### src/sv/rhp_pkg.sv
// ----------------------------------------------------------------------------
// RTP header parser package
// Shared types and constants for the RTP header parser.
// ----------------------------------------------------------------------------
package rhp_pkg;

  localparam int unsigned MaxPacketBytes = 2048;
  localparam int unsigned FixedHdrBytes  = 12;
  // Width of the payload start offset: 12 + 60 + 4 + 4 * 65535 fits in 19 bits.
  localparam int unsigned PsW            = 19;
  // Width of a stored packet length; MAX_PACKET_BYTES must not exceed 65535, which the block does not enforce.
  localparam int unsigned LenW           = 16;
  localparam logic [31:0] PackStartCode  = 32'h0000_01BA;
  localparam logic [1:0]  RtpVersion     = 2'd2;

  typedef enum logic [2:0] {
    ST_OK         = 3'd0,
    ST_SHORT      = 3'd1,
    ST_BAD_VER    = 3'd2,
    ST_CSRC_OVR   = 3'd3,
    ST_EXT_OVR    = 3'd4,
    ST_PAD_OVR    = 3'd5,
    ST_TOO_LONG   = 3'd6
  } status_e;

  typedef struct packed {
    logic [7:0] data_byte;
    logic       last_byte;
  } in_t;

  typedef struct packed {
    status_e     status;
    logic        marker;
    logic [6:0]  payload_type;
    logic [15:0] sequence_res;
    logic [31:0] timestamp;
    logic [31:0] source_id;
    logic [3:0]  csrc_count;
    logic        has_extension;
    logic        has_padding;
    logic [11:0] header_length;
    logic [11:0] payload_length;
    logic        ps_start;
  } out_t;

  // Everything the checking stage needs about one finished packet.
  typedef struct packed {
    logic [7:0]      first_byte;
    logic [7:0]      second_byte;
    logic [15:0]     seq;
    logic [31:0]     stamp;
    logic [31:0]     ssrc;
    logic [31:0]     head;
    logic [PsW-1:0]  hdr;
    logic [PsW:0]    hdr_pad;
    logic [LenW-1:0] len;
    logic            ovf;
  } snap_t;

endpackage

### src/sv/rtp_header_parser.sv
// ----------------------------------------------------------------------------
// RTP header parser
// Parses an RTP packet arriving one byte per item and returns one status
// record per packet with the header fields, lengths and a pack start flag.
// ----------------------------------------------------------------------------
//  Channel   Direction  Signals                                Carries
//  in        input      in_valid_i, in_ready_o, in_data_i      packet byte, last flag
//  out       output     out_valid_o, out_ready_i, out_data_o   status record per packet
//
//  One byte is taken per cycle while in_ready_o is high; the capture registers
//  update on acceptance. The last byte of a packet moves a snapshot into a check
//  stage, and the status record moves from there into the output register once
//  that register is empty or being read. Input stalls only while the snapshot
//  and the output register are both full and the output is not being read.
//  Reset clears the capture state and both valid flags; no clearing pass.
// ----------------------------------------------------------------------------
module rtp_header_parser #(
  parameter int unsigned MAX_PACKET_BYTES = rhp_pkg::MaxPacketBytes
) (
  input  logic          clk_i,
  input  logic          rst_ni,
  input  logic          in_valid_i,
  output logic          in_ready_o,
  input  rhp_pkg::in_t  in_data_i,
  output logic          out_valid_o,
  input  logic          out_ready_i,
  output rhp_pkg::out_t out_data_o
);

  localparam int unsigned CntW = $clog2(MAX_PACKET_BYTES + 1);
  localparam logic [CntW-1:0] MaxCnt = CntW'(MAX_PACKET_BYTES);
  localparam int unsigned PsW = rhp_pkg::PsW;
  localparam logic [PsW-1:0] PsReset = PsW'(rhp_pkg::FixedHdrBytes);

  // Capture state
  logic [CntW-1:0] count_q, count_d;
  logic            ovf_q, ovf_d;
  logic [7:0]      fhb_q, fhb_d;
  logic [7:0]      shb_q, shb_d;
  logic [15:0]     seq_q, seq_d;
  logic [31:0]     stamp_q, stamp_d;
  logic [31:0]     ssrc_q, ssrc_d;
  logic [15:0]     ext_q, ext_d;
  logic [PsW-1:0]  ps_q, ps_d;
  logic [31:0]     head_q, head_d;

  logic            in_acc;
  logic            in_range;
  logic [7:0]      din;
  logic [PsW:0]    pos_x;
  logic [PsW:0]    off;
  logic [6:0]      xo;
  logic [6:0]      xo_d;

  // Snapshot and output stages
  rhp_pkg::snap_t snap_d, snap_q;
  logic           s_valid_q;
  rhp_pkg::out_t  res_d, res_q;
  logic           o_valid_q;
  logic           o_load;

  assign in_acc   = in_valid_i && in_ready_o;
  assign din      = in_data_i.data_byte;
  assign in_range = count_q < MaxCnt;
  assign pos_x    = (PsW + 1)'(count_q);
  assign off      = pos_x - (PsW + 1)'(ps_q);
  assign xo       = 7'(rhp_pkg::FixedHdrBytes) + {1'b0, fhb_q[3:0], 2'b00};

  always_comb begin
    fhb_d   = fhb_q;
    shb_d   = shb_q;
    seq_d   = seq_q;
    stamp_d = stamp_q;
    ssrc_d  = ssrc_q;
    ext_d   = ext_q;
    head_d  = head_q;
    count_d = count_q;
    ovf_d   = ovf_q;
    if (in_range) begin
      count_d = count_q + CntW'(1);
      if (count_q == '0) begin
        fhb_d = din;
      end else if (count_q == CntW'(1)) begin
        shb_d = din;
      end else if (count_q < CntW'(4)) begin
        seq_d = {seq_q[7:0], din};
      end else if (count_q < CntW'(8)) begin
        stamp_d = {stamp_q[23:0], din};
      end else if (count_q < CntW'(12)) begin
        ssrc_d = {ssrc_q[23:0], din};
      end
      // The first four payload bytes, wherever the payload starts.
      if (pos_x >= (PsW + 1)'(ps_q) && off[PsW:2] == '0) begin
        head_d = {head_q[23:0], din};
      end
      // Two bytes at the start of the extension header.
      if (fhb_q[4] && (pos_x == (PsW + 1)'(xo) || pos_x == (PsW + 1)'(xo) + 1'b1)) begin
        ext_d = {ext_q[7:0], din};
      end
    end else begin
      ovf_d = 1'b1;
    end
  end

  assign xo_d = 7'(rhp_pkg::FixedHdrBytes) + {1'b0, fhb_d[3:0], 2'b00};

  always_comb begin
    ps_d = PsW'(xo_d);
    if (fhb_d[4]) begin
      ps_d = PsW'(xo_d) + PsW'(4) + PsW'({ext_d, 2'b00});
    end
  end

  always_ff @(posedge clk_i or negedge rst_ni) begin
    if (!rst_ni) begin
      count_q <= '0;
      ovf_q   <= 1'b0;
      fhb_q   <= '0;
      shb_q   <= '0;
      seq_q   <= '0;
      stamp_q <= '0;
      ssrc_q  <= '0;
      ext_q   <= '0;
      ps_q    <= PsReset;
      head_q  <= '0;
    end else if (in_acc) begin
      if (in_data_i.last_byte) begin
        count_q <= '0;
        ovf_q   <= 1'b0;
        fhb_q   <= '0;
        shb_q   <= '0;
        seq_q   <= '0;
        stamp_q <= '0;
        ssrc_q  <= '0;
        ext_q   <= '0;
        ps_q    <= PsReset;
        head_q  <= '0;
      end else begin
        count_q <= count_d;
        ovf_q   <= ovf_d;
        fhb_q   <= fhb_d;
        shb_q   <= shb_d;
        seq_q   <= seq_d;
        stamp_q <= stamp_d;
        ssrc_q  <= ssrc_d;
        ext_q   <= ext_d;
        ps_q    <= ps_d;
        head_q  <= head_d;
      end
    end
  end

  // The header length is taken before this byte's capture: the last byte can
  // only move it when the packet already ends inside the fixed or extension header.
  always_comb begin
    snap_d.first_byte  = fhb_d;
    snap_d.second_byte = shb_d;
    snap_d.seq         = seq_d;
    snap_d.stamp       = stamp_d;
    snap_d.ssrc        = ssrc_d;
    snap_d.head        = head_d;
    snap_d.hdr         = ps_q;
    snap_d.hdr_pad     = (PsW + 1)'(ps_q) + (PsW + 1)'(fhb_d[5] ? din : 8'd0);
    snap_d.len         = rhp_pkg::LenW'(count_d);
    snap_d.ovf         = ovf_d;
  end

  assign o_load     = s_valid_q && (!o_valid_q || out_ready_i);
  assign in_ready_o = !s_valid_q || o_load;

  always_ff @(posedge clk_i) begin
    if (in_acc && in_data_i.last_byte) begin
      snap_q <= snap_d;
    end
    if (o_load) begin
      res_q <= res_d;
    end
  end

  always_ff @(posedge clk_i or negedge rst_ni) begin
    if (!rst_ni) begin
      s_valid_q <= 1'b0;
      o_valid_q <= 1'b0;
    end else begin
      if (in_acc && in_data_i.last_byte) begin
        s_valid_q <= 1'b1;
      end else if (o_load) begin
        s_valid_q <= 1'b0;
      end
      if (o_load) begin
        o_valid_q <= 1'b1;
      end else if (out_ready_i) begin
        o_valid_q <= 1'b0;
      end
    end
  end

  // Check stage: every length limit is a compare of the packet length
  // against a header end, so the checks run side by side.
  logic [PsW:0]     len_x;
  logic [PsW:0]     csrc_end;
  logic [PsW:0]     rest;
  rhp_pkg::status_e status;

  assign len_x    = (PsW + 1)'(snap_q.len);
  assign csrc_end = (PsW + 1)'(rhp_pkg::FixedHdrBytes) +
                    (PsW + 1)'({snap_q.first_byte[3:0], 2'b00});
  assign rest     = len_x - snap_q.hdr_pad;

  always_comb begin
    if (snap_q.ovf) begin
      status = rhp_pkg::ST_TOO_LONG;
    end else if (len_x < (PsW + 1)'(rhp_pkg::FixedHdrBytes)) begin
      status = rhp_pkg::ST_SHORT;
    end else if (snap_q.first_byte[7:6] != rhp_pkg::RtpVersion) begin
      status = rhp_pkg::ST_BAD_VER;
    end else if (len_x < csrc_end) begin
      status = rhp_pkg::ST_CSRC_OVR;
    end else if (snap_q.first_byte[4] && len_x < (PsW + 1)'(snap_q.hdr)) begin
      status = rhp_pkg::ST_EXT_OVR;
    end else if (snap_q.first_byte[5] && len_x < snap_q.hdr_pad) begin
      status = rhp_pkg::ST_PAD_OVR;
    end else begin
      status = rhp_pkg::ST_OK;
    end
  end

  always_comb begin
    res_d        = '0;
    res_d.status = status;
    if (status == rhp_pkg::ST_OK) begin
      res_d.marker         = snap_q.second_byte[7];
      res_d.payload_type   = snap_q.second_byte[6:0];
      res_d.sequence_res   = snap_q.seq;
      res_d.timestamp      = snap_q.stamp;
      res_d.source_id      = snap_q.ssrc;
      res_d.csrc_count     = snap_q.first_byte[3:0];
      res_d.has_extension  = snap_q.first_byte[4];
      res_d.has_padding    = snap_q.first_byte[5];
      res_d.header_length  = snap_q.hdr[11:0];
      res_d.payload_length = rest[11:0];
      res_d.ps_start       = (rest > (PsW + 1)'(4)) && (snap_q.head == rhp_pkg::PackStartCode);
    end
  end

  assign out_valid_o = o_valid_q;
  assign out_data_o  = res_q;

`ifndef ASSERT_OFF
  a_clear_after_last: assert property (@(posedge clk_i) disable iff (!rst_ni)
    in_acc && in_data_i.last_byte |=> count_q == '0 && ps_q == PsReset && !ovf_q)
    else $error("capture state not cleared after the last byte");

  a_count_saturates: assert property (@(posedge clk_i) disable iff (!rst_ni)
    count_q <= MaxCnt)
    else $error("byte count beyond the packet limit");

  a_last_to_snapshot: assert property (@(posedge clk_i) disable iff (!rst_ni)
    in_acc && in_data_i.last_byte |=> s_valid_q)
    else $error("last byte did not fill the snapshot");

  a_error_zero_fields: assert property (@(posedge clk_i) disable iff (!rst_ni)
    o_valid_q && res_q.status != rhp_pkg::ST_OK |->
      res_q.header_length == '0 && res_q.payload_length == '0 &&
      res_q.source_id == '0 && !res_q.ps_start)
    else $error("error record carries nonzero fields");

  a_stall_when_full: assert property (@(posedge clk_i) disable iff (!rst_ni)
    s_valid_q && o_valid_q && !out_ready_i |-> !in_ready_o)
    else $error("input accepted while both stages are full");
`endif

endmodule

### config.mk
export PLATFORM = sky130hd
export DESIGN_NAME = rtp_header_parser
export DESIGN_NICKNAME = d
export VERILOG_FILES = /design/src/sv/rhp_pkg.sv /design/src/sv/rtp_header_parser.sv
export SDC_FILE = /design/constraint.sdc
export NUM_CORES = 1
export LEC_CHECK = 0
export ABC_AREA = 1
export ABC_CLOCK_PERIOD_IN_PS = 9200
export BUFFER_PORTS_ARGS = -buffer_cell sky130_fd_sc_hd__clkbuf_2
export CAP_MARGIN = 30
export CELL_PAD_IN_SITES_DETAIL_PLACEMENT = 1
export CELL_PAD_IN_SITES_GLOBAL_PLACEMENT = 1
export CORE_MARGIN = 2
export CORE_UTILIZATION = 43
export DETAILED_ROUTE_END_ITERATION = 8
export PLACE_DENSITY_LB_ADDON = 0.12
export SYNTH_ARGS = -nofsm -noshare
export SYNTH_HDL_FRONTEND = slang
export SYNTH_SLANG_ARGS = --single-unit
### constraint.sdc
create_clock -name clk_i -period 9.2 [get_ports clk_i]
set_input_delay 1.38 -clock clk_i [delete_from_list [all_inputs] [get_ports clk_i]]
set_output_delay 1.38 -clock clk_i [all_outputs]
set_load 0.01 [all_outputs]
-- Yosys cells after proc, flatten, opt, wreduce, memory -nomap -nowiden
Cells that the tools add are included.
W data, S select, Z words.
- flip-flop bits (word level): 480
- logic and storage cells: 125
- $add $sub $neg: 10
- $lt $le $gt $ge: 10
- equal/unequal tests: 5
- multiplexer cells: 48
- reduce and logical (&&, ||, !) cells: 18
- operator list (kind ; count):
    $mux W32 ; 16
    $mux W16 ; 8
    $mux W8 ; 8
    $mux W19 ; 2
    $lt A12 B4 Y1 const B ; 3
    $eq A32 B9 Y1 const B ; 1
    $mux W12 ; 2
    $add A4 B6 Y7 const A ; 3
    $add A19 B8 Y20 ; 1
    $gt A20 B3 Y1 const B ; 1
    $lt A12 B20 Y1 ; 1
    $sub A12 B19 Y20 ; 1
    $sub A12 B20 Y20 ; 1
    $add A8 B18 Y19 ; 1
    $ge A12 B19 Y1 ; 1
    $lt A12 B19 Y1 ; 1
    $logic_not A18 Y1 ; 1
    $mux W3 ; 6
    $add A12 B1 Y12 const B ; 1
    $eq A12 B1 Y1 const B ; 1
    $eq A12 B7 Y1 ; 1
    $eq A12 B8 Y1 ; 1
    $logic_not A12 Y1 ; 1
    $lt A12 B12 Y1 const B ; 1
    other kinds (11) ; 27

-- Depth between registers and ports, before layout
Gate-level depths: netlist of run 1.
- depth in word-level cells: 10
- mapped depth: 27
- gate-level depth less buffers: 27

-- Worst setup path before layout of run 1
OpenSTA, ideal clock, no wires.
- path type: input to register
- start point: input out_ready_i
- end point: register snap_q (netlist bit len_x[0]), enable pin
- library setup time: 0.721 ns
- data arrival time: 9.258 ns
- slack: -0.779 ns
- stages: 5
- cells stage by stage: inv_1 nand3_1 nand2_1 clkbuf_1 nor2_1
- longest elaborated chain between the ends: 5
- ends and longest elaborated chain (what ; RTL line ; source):
    start, declared ; rtp_header_parser.sv:26 ; input logic out_ready_i,
    $logic_or A1 B1 Y1 ; rtp_header_parser.sv:168 ; assign o_load = s_valid_q && (!o_valid_q || out_ready_i);
    $logic_and A1 B1 Y1 ; rtp_header_parser.sv:168 ;
    $logic_or A1 B1 Y1 ; rtp_header_parser.sv:169 ; assign in_ready_o = !s_valid_q || o_load;
    net in_ready_o ; rtp_header_parser.sv:23 ; output logic in_ready_o,
    $logic_and A1 B1 Y1 ; rtp_header_parser.sv:62 ; assign in_acc = in_valid_i && in_ready_o;
    $logic_and A1 B1 Y1 ; rtp_header_parser.sv:172 ; if (in_acc && in_data_i.last_byte) begin
    end signal, assigned ; rtp_header_parser.sv:173 ; snap_q <= snap_d;
    end, declared ; rtp_header_parser.sv:56 ; rhp_pkg::snap_t snap_d, snap_q;
The timed path passes the listed nets, and every way through them passes these cells.
A chain may end at the register's enable or synchronous reset.

-- Final worst setup path of run 1
- start point: register count_q[1]
- end point: register ps_q[17]
- longest elaborated chain between the ends: 8
- elaborated cells on any way between the ends: 15
- those cells by class: 3 x add/sub; 1 x order compare; 2 x eq/ne; 6 x mux; 3 x reduce/logical
- ends and longest elaborated chain (what ; RTL line ; source):
    start, declared ; rtp_header_parser.sv:36 ; logic [CntW-1:0] count_q, count_d;
    start signal, assigned ; rtp_header_parser.sv:139 ; count_q <= count_d;
    parallel branches: the longest is 2 deep, another holds $lt A12 B12 Y1 ; n/a ;
    $mux W8 * ; rtp_header_parser.sv:79 ; if (in_range) begin
    net fhb_d[0] ; rtp_header_parser.sv:38 ; logic [7:0] fhb_q, fhb_d;
    $add A4 B6 Y7 * ; rtp_header_parser.sv:105 ; assign xo_d = 7'(rhp_pkg::FixedHdrBytes) + {1'b0, fhb_d[3:0], 2'b00};
    $add A7 B3 Y8 * ; rtp_header_parser.sv:110 ; ps_d = PsW'(xo_d) + PsW'(4) + PsW'({ext_d, 2'b00});
    $add A8 B18 Y19 * ; rtp_header_parser.sv:110 ;
    $mux W19 * ; rtp_header_parser.sv:109 ; if (fhb_d[4]) begin
    $mux W19 * ; rtp_header_parser.sv:127 ; if (in_data_i.last_byte) begin
    end signal, assigned ; rtp_header_parser.sv:124 ; ps_q <= PsReset;
    end signal, assigned ; rtp_header_parser.sv:136 ; ps_q <= PsReset;
    end signal, assigned ; rtp_header_parser.sv:147 ; ps_q <= ps_d;
    end, declared ; rtp_header_parser.sv:44 ; logic [PsW-1:0] ps_q, ps_d;
Mark *: on every way through the listed nets, which the timed path passes.

==> results of run 1 <==
[critical path: cells and delay by family, from the launching register on]
family | cells | cell delay, ns
fa+ha+maj | 4 | 1.21
buf+inv | 4 | 0.43
simple gates | 14 | 1.74
compound gates | 2 | 0.80
flops | 1 | 0.43
[cell type report]
class                   instances  area [µm²]  area share [%]
clock buffers                  68        1440            5.63
clock inverters                29         280            1.09
inverters                     421        1590            6.19
multi-input cells            1385        7240            28.3
flip-flops and latches        474       13400            52.2
well taps                     680         851            3.32
repair buffers                151         853            3.33
[cells in the final DEF, fill, tap and decap left out, types with 11 or more instances in the layout]
cell type | Yosys | final
o22ai_1 | 51 | 51
and2_1 | 33 | 33
nand2_1 | 492 | 491
nor2_1 | 191 | 188
clkbuf_2 | 0 | 133
a21oi_1 | 46 | 45
nand4_1 | 25 | 25
a22o_1 | 25 | 25
o21ai_0 | 148 | 148
o21ai_1 | 18 | 18
nand3_1 | 136 | 135
clkbuf_16 | 0 | 52
nor4_1 | 12 | 12
edfxtp_1 | 298 | 298
xor2_1 | 33 | 33
nor2_2 | 43 | 42
inv_1 | 413 | 412
ha_1 | 59 | 59
dfrtp_1 | 174 | 174
buf_4 | 5 | 13
nor3_1 | 11 | 11
[routing by layer]
metal	global-route usage, %	vias up	part of all wire (%)
li1	-	7922	-
met1	32.0	8194	48
met2	36.4	279	46
met3	3.13	89	3.5
met4	6.47	0	2.6
met5	0	-	0
[how the worst max path moves through the flow]
stage / start / end / slack (ns) / cells after the start
after floorplan: out_ready_i / out_data_o[0] / 1.36 / 2
after global placement: in_data_i[1] / ps_q[17] / 4.32 / 21
after detailed placement: in_data_i[1] / ps_q[17] / 4.18 / 21
after CTS: count_q[1] / ps_q[13] / 4.44 / 23
after global routing: count_q[1] / ps_q[17] / 3.98 / 24
final: count_q[1] / ps_q[17] / 4.47 / 24
[power by group]
part | total [mW] | switching, mW | internal [mW]
logic | 0.902 | 0.626 | 0.276
registers | 2.53 | 0.0776 | 2.45
clock network | 2.10 | 0.879 | 1.22
[cells in the mapped netlist (43+ instances only)]
| library cell | count |
|---|---|
| inv_1 | 413 |
| a21oi_1 | 46 |
| clkbuf_1 | 44 |
| o22ai_1 | 51 |
| dfrtp_1 | 174 |
| ha_1 | 59 |
| nor2_2 | 43 |
| edfxtp_1 | 298 |
| o21ai_0 | 148 |
| nand2_1 | 492 |
| nor2_1 | 191 |
| nand3_1 | 136 |
[per-stage QoR]
step	power, mW	hold slack (ns)	area [µm²]
after floorplan	3.17	0.423	22500
after global placement	3.43	0.462	23800
after detailed placement	3.47	0.466	23900
after CTS	5.58	0.481	25600
after global routing	5.78	0.505	25600
final	5.53	0.479	25600
[cell families (layout without fill, tap and decap cells)]
kind of cell,Yosys count,count (layout)
flops,474,474
simple gates,967,967
compound gates,316,316
buf+inv,500,669
fa+ha+maj,62,62
other cells,1,2
xor+xnor,38,38
[registers in the layout, summed over array words and instances, names as in the netlist]
name         count
head_q          32
s_valid_q        1
ps_q            17
count_q         12
ext_q           16
shb_q            8
len_x           12
stamp_q         32
ssrc_q          32
out_data_o     120
ovf_q            1
out_valid_o      1
snap_q         166
seq_q           16
fhb_q            8
==> flow_metrics.env, run 1 <==
export IMPL_finalHoldViolCount=0
export IMPL_gr_total_overflow=0
export IMPL_rr_endpoint="ps_q[17]"
export IMPL_yosysSeqAreaShare_pct=59.3
export IMPL_grt_max_degree=180
export IMPL_ir_drop_v=0.000150
export IMPL_worstPathRequired_ns=9.68
export IMPL_cts_resized=0
export IMPL_min_period_ns=4.73
export IMPL_io_buffer_count=134
export IMPL_synth_edf_count=298
export IMPL_yosysTopAreaCell="edfxtp_1"
export IMPL_cts_buffers=52
export IMPL_start_util_pct=43.7
export IMPL_fp_row_count=83
export IMPL_hold_buffers=0
export IMPL_synth_top_family_by_area="simple AND/OR/NAND/NOR gates"
export IMPL_track_usage_pct=22.6
export IMPL_synthTopCellsByArea="edfxtp_1, dfrtp_1, nand2_1, inv_1, o21ai_0"
export IMPL_synth_area_mux_share_pct=0
export IMPL_min_to="head_q[7]"
export IMPL_grt_pass1_wl_um=95600
export IMPL_worstReg2RegStart="count_q[1]"
export IMPL_cts_root_buffer="clkbuf_16"
export IMPL_fin_nets=2560
export IMPL_setup_tns_ns=0
export IMPL_fmax_ghz=0.211
export IMPL_cts_htree_levels=2
export IMPL_start_kind="register"
export IMPL_dr_pass1_iters=5
export IMPL_reg2regPathDepth=24
export IMPL_slew_headroom_pct=8.08
export IMPL_synth_top_area_share_pct=39.7
export IMPL_min_delay_start="head_q[7]"
export IMPL_power_leakage_nw=11.8
export IMPL_routed_wl_um=60500
export IMPL_synth_simple_area_share_pct=18.8
export IMPL_wl_per_cell_um=18.9
export IMPL_cpMaxStageDelayCell="o21ai_0"
export IMPL_path_cells="inv_1 > ha_1 > nand3_1 > nor2_1 > nand2_2 > o21ai_0 > inv_1 > ha_1 > or2_2 > nand2_1 > inv_1 > ha_1 > inv_1 > fa_1 > o21ai_0 > nand2_1 > nand2_1 > nand3_1 > nor3_2 > nand2_1 > nand2_1 > nand2_1 > nand2_1 > nand2_1"
export IMPL_gp_congestion=0.861
export IMPL_ios=137
export IMPL_cts_tree="built"
export IMPL_drive_above_1_share_pct=12.4
export IMPL_postRouteAntennaNets=0
export IMPL_async_flop_share_pct=37.1
export IMPL_crit_arrival_ns=5.21
export IMPL_areaGrowthSynthToFinish_pct=13.7
export IMPL_fin_cells=3208
export IMPL_drv_slew=0
export IMPL_final_util_pct=49.7
export IMPL_hpwl_um=41800
export IMPL_drc=0
export IMPL_slowest_delay_ns=0.48
export IMPL_tightest_slew_ns=1.38
export IMPL_die_height_um=233
export IMPL_num_vias=16500
export IMPL_core_area_um2=51500
export IMPL_dp_cells=3110
export IMPL_cpMostUsedCell="nand2_1"
export IMPL_dominantRegCellSynth="edfxtp_1"
export IMPL_drt_vias_per_instance=5.14
export IMPL_rrSetupSlack_ns=4.47
export IMPL_setup_viol=0
export IMPL_synth_cell_types=52
export IMPL_synth_fa_ha_area_share_pct=3.54
export IMPL_dieArea_um2=54200
export IMPL_cts_reportedPaths_clkPinSlew_ns=0.06
export IMPL_synth_seq_cells=474
export IMPL_crit_type="reg2reg"
export IMPL_netlist_area_um2=22500
export IMPL_layout_setup_ws_ns=4.47
export IMPL_yosysWarnings=0
export IMPL_dieWidth_um=233
export IMPL_hold_depth=2
export IMPL_rsz0062_at_grt="no"
export IMPL_n_fill_cell=5931
export IMPL_crit_path_max_fanout=15
export IMPL_end_kind="register"
export IMPL_diodes=0
export IMPL_cts_sinks=474
export IMPL_finalCritPeriodShare_pct=51.5
export IMPL_antenna_found_initial=1
export IMPL_run_status="finished, final reports clean"
export IMPL_syn_inst=2358
export IMPL_power_density_nw_per_um2=216
export IMPL_synth_compound_gate_area_share_pct=8.09
export IMPL_grt_pass1_vias=17200
export IMPL_post_cts_buffers=0
export IMPL_finClkSkew_ns=0.0329
export IMPL_max_cap_viol_count=0
export IMPL_clockBufferDepth=3
export IMPL_clock_latency_ns=0.61
export IMPL_syn_avg_cell_area_um2=9.55
export IMPL_pre_cts_ws_ns=4.18
export IMPL_drt_iter0_markers=1103
export IMPL_synth_xor_area_share_pct=1.48
export IMPL_hp_class="reg2reg"
(Power assumes the default switching activity.)
==> inputs of run 2 (changes only) <==
ABC_CLOCK_PERIOD_IN_PS = 3830   (was 9200)
clock period = 3.83 ns   (was 9.2 ns; I/O delays follow)
==> run 2 against run 1 <==
The run now ends with hold timing left. Sequential share of layout area is 1.5 points lower. Critical path depth is 3 lower. Worst hold slack worse by 0.52 ns. Sequential cell count stayed put. Total power is 140% higher. Final cell count is 2.4% higher. Sequential power is 140% higher. Count of clock-buffer cells in the layout is 9 higher. Die area stayed put. Fmax is 31% higher.
==> flow_metrics.env, run 2 (same netlist as run 1, synthesis figures left out) <==
export IMPL_rrSetupSlack_ns=0.21
export IMPL_ios=137
export IMPL_core_area_um2=51500
export IMPL_dr_pass1_iters=5
export IMPL_drv_slew=0
export IMPL_power_mw=13.4
export IMPL_wl_per_cell_um=18.8
export IMPL_fin_nets=2636
export IMPL_clock_latency_ns=0.62
export IMPL_max_cap_viol_count=0
export IMPL_diodes=0
export IMPL_run_status="finished with violations"
export IMPL_violations="hold timing"
export IMPL_worstPathRequired_ns=4.19
export IMPL_start_util_pct=43.7
export IMPL_clockBufferDepth=3
export IMPL_gp_congestion=0.864
export IMPL_slew_headroom_pct=40.5
export IMPL_cts_htree_levels=2
export IMPL_start_kind="register"
export IMPL_areaGrowthSynthToFinish_pct=17.1
export IMPL_cpMostUsedCell="nand2_1"
export IMPL_pre_cts_ws_ns=-0.151
export IMPL_end_kind="register"
export IMPL_dieArea_um2=54200
export IMPL_setup_viol=0
export IMPL_path_buf_inv=3
export IMPL_grt_pass1_vias=17400
export IMPL_n_fill_cell=5822
export IMPL_drive_above_1_share_pct=16.1
export IMPL_cts_tree="built"
export IMPL_gr_total_overflow=0
export IMPL_postRouteAntennaNets=0
export IMPL_worstReg2RegStart="count_q[0]"
export IMPL_rr_endpoint="snap_q[35]"
export IMPL_hpwl_um=43700
export IMPL_fmax_ghz=0.276
export IMPL_fin_hold_ws_ns=-0.0392
export IMPL_cts_sinks=474
export IMPL_regMostFlops="snap_q"
export IMPL_ir_drop_v=0.000318
export IMPL_crit_type="reg2reg"
export IMPL_layout_setup_ws_ns=0.206
export IMPL_setup_tns_ns=0
export IMPL_largest_reg_flops=166
export IMPL_dieWidth_um=233
export IMPL_grt_pass1_wl_um=97100
export IMPL_cts_root_buffer="clkbuf_16"
export IMPL_drc=0
export IMPL_fp_row_count=83
export IMPL_reg2regPathDepth=21
export IMPL_mostFrequentLayoutCell="nand2_1"
export IMPL_path_cells="inv_2 > ha_2 > nand3_1 > nor2_2 > nand2_2 > buf_4 > nand2_1 > o21ai_4 > nor2_1 > ha_1 > inv_1 > fa_2 > o21ai_2 > nand2_1 > nand2_1 > a21oi_1 > nor3_2 > nand3_2 > nor2_2 > nand4_1 > xor2_1"
export IMPL_cts_reportedPaths_clkPinSlew_ns=0.07
export IMPL_antenna_found_initial=0
export IMPL_finalHoldViolCount=12
export IMPL_grt_max_degree=101
export IMPL_cts_buffers=52
export IMPL_min_period_ns=3.62
export IMPL_crit_path_max_fanout=8
export IMPL_finClkSkew_ns=0.0313
export IMPL_critPathTopFamily="simple AND/OR/NAND/NOR gates"
export IMPL_num_vias=16800
export IMPL_hp_class="in2async"
export IMPL_final_util_pct=51.2
export IMPL_slowest_delay_ns=0.39
export IMPL_power_leakage_nw=12.2
export IMPL_die_height_um=233
export IMPL_hold_buffers=0
export IMPL_final_cell_mix="nand2_1, inv_1, edfxtp_1"
export IMPL_io_buffer_count=134
export IMPL_tightest_slew_ns=0.890
export IMPL_routed_wl_um=61900
export IMPL_track_usage_pct=23.0
export IMPL_power_density_nw_per_um2=510
export IMPL_crit_arrival_ns=3.98
export IMPL_cpMaxStageDelayCell="dfrtp_1"
export IMPL_drt_iter0_markers=1029
export IMPL_finalCritPeriodShare_pct=94.6
export IMPL_drt_vias_per_instance=5.11
==> run 2: cell types whose count changed in the layout (fill, tap and decap cells not counted), moves of 4 or more <==
cell,change
inv_1,-4
o21ai_2,+6
buf_12,+7
ha_1,-5
buf_4,+69
clkbuf_1,+10
nor2_1,-9
o21ai_0,-9
nor2_2,+8
==> run 2: how the worst max path moves through the flow <==
| stage | startpoint | endpoint | cells past startpoint |
|---|---|---|---|
| after floorplan | out_ready_i | len_x[0] | 5 |
| after global placement | count_q[0] | ps_q[15] | 24 |
| after detailed placement | count_q[0] | ps_q[15] | 24 |
| after CTS | count_q[0] | ps_q[15] | 26 |
| after global routing | count_q[0] | ps_q[12] | 23 |
| final | count_q[0] | snap_q[35] | 21 |
==> run 2: report_power, final <==
group	internal [mW]	switching [mW]	leakage (nW)
registers	5.88	0.181	5.30
clock network	2.80	2.10	0.809
logic	0.856	1.62	6.04
==> run 2: timing repair <==
item                       4_1_cts  5_1_grt
setup endpoints to repair       15       19
pin swaps                        3       18
gates cloned                     0        1
setup buffers                    0        4
gates resized for setup         11       42
==> run 2: stage by stage <==
stage,instances,instance area [µm²]
detailed placement,3182,24500
CTS,3280,26200
finish,3285,26400
global placement,3181,24500
floorplan,2359,22600
global route,3285,26400
==> run 2: cell type report <==
class / count / area, µm² / share of cell area (%)
inverter: 421 / 1590 / 6.01
clock buffer: 77 / 1470 / 5.56
multi-input combinational: 1386 / 7420 / 28.2
sequential: 474 / 13400 / 50.6
timing repair buffer: 226 / 1480 / 5.63
tap: 680 / 851 / 3.23
clock inverter: 21 / 206 / 0.783
==> run 2: per-layer routing <==
| metal | share of wire (%) | GRT usage [%] | vias to the layer above | wire length, µm |
|---|---|---|---|---|
| li1 | - | - | 8090 | - |
| met1 | 48 | 33.1 | 8293 | 29500 |
| met2 | 46 | 36.6 | 326 | 28300 |
| met3 | 4.1 | 3.21 | 79 | 2560 |
| met4 | 2.4 | 6.29 | 0 | 1500 |
| met5 | 0 | 0 | - | 0 |
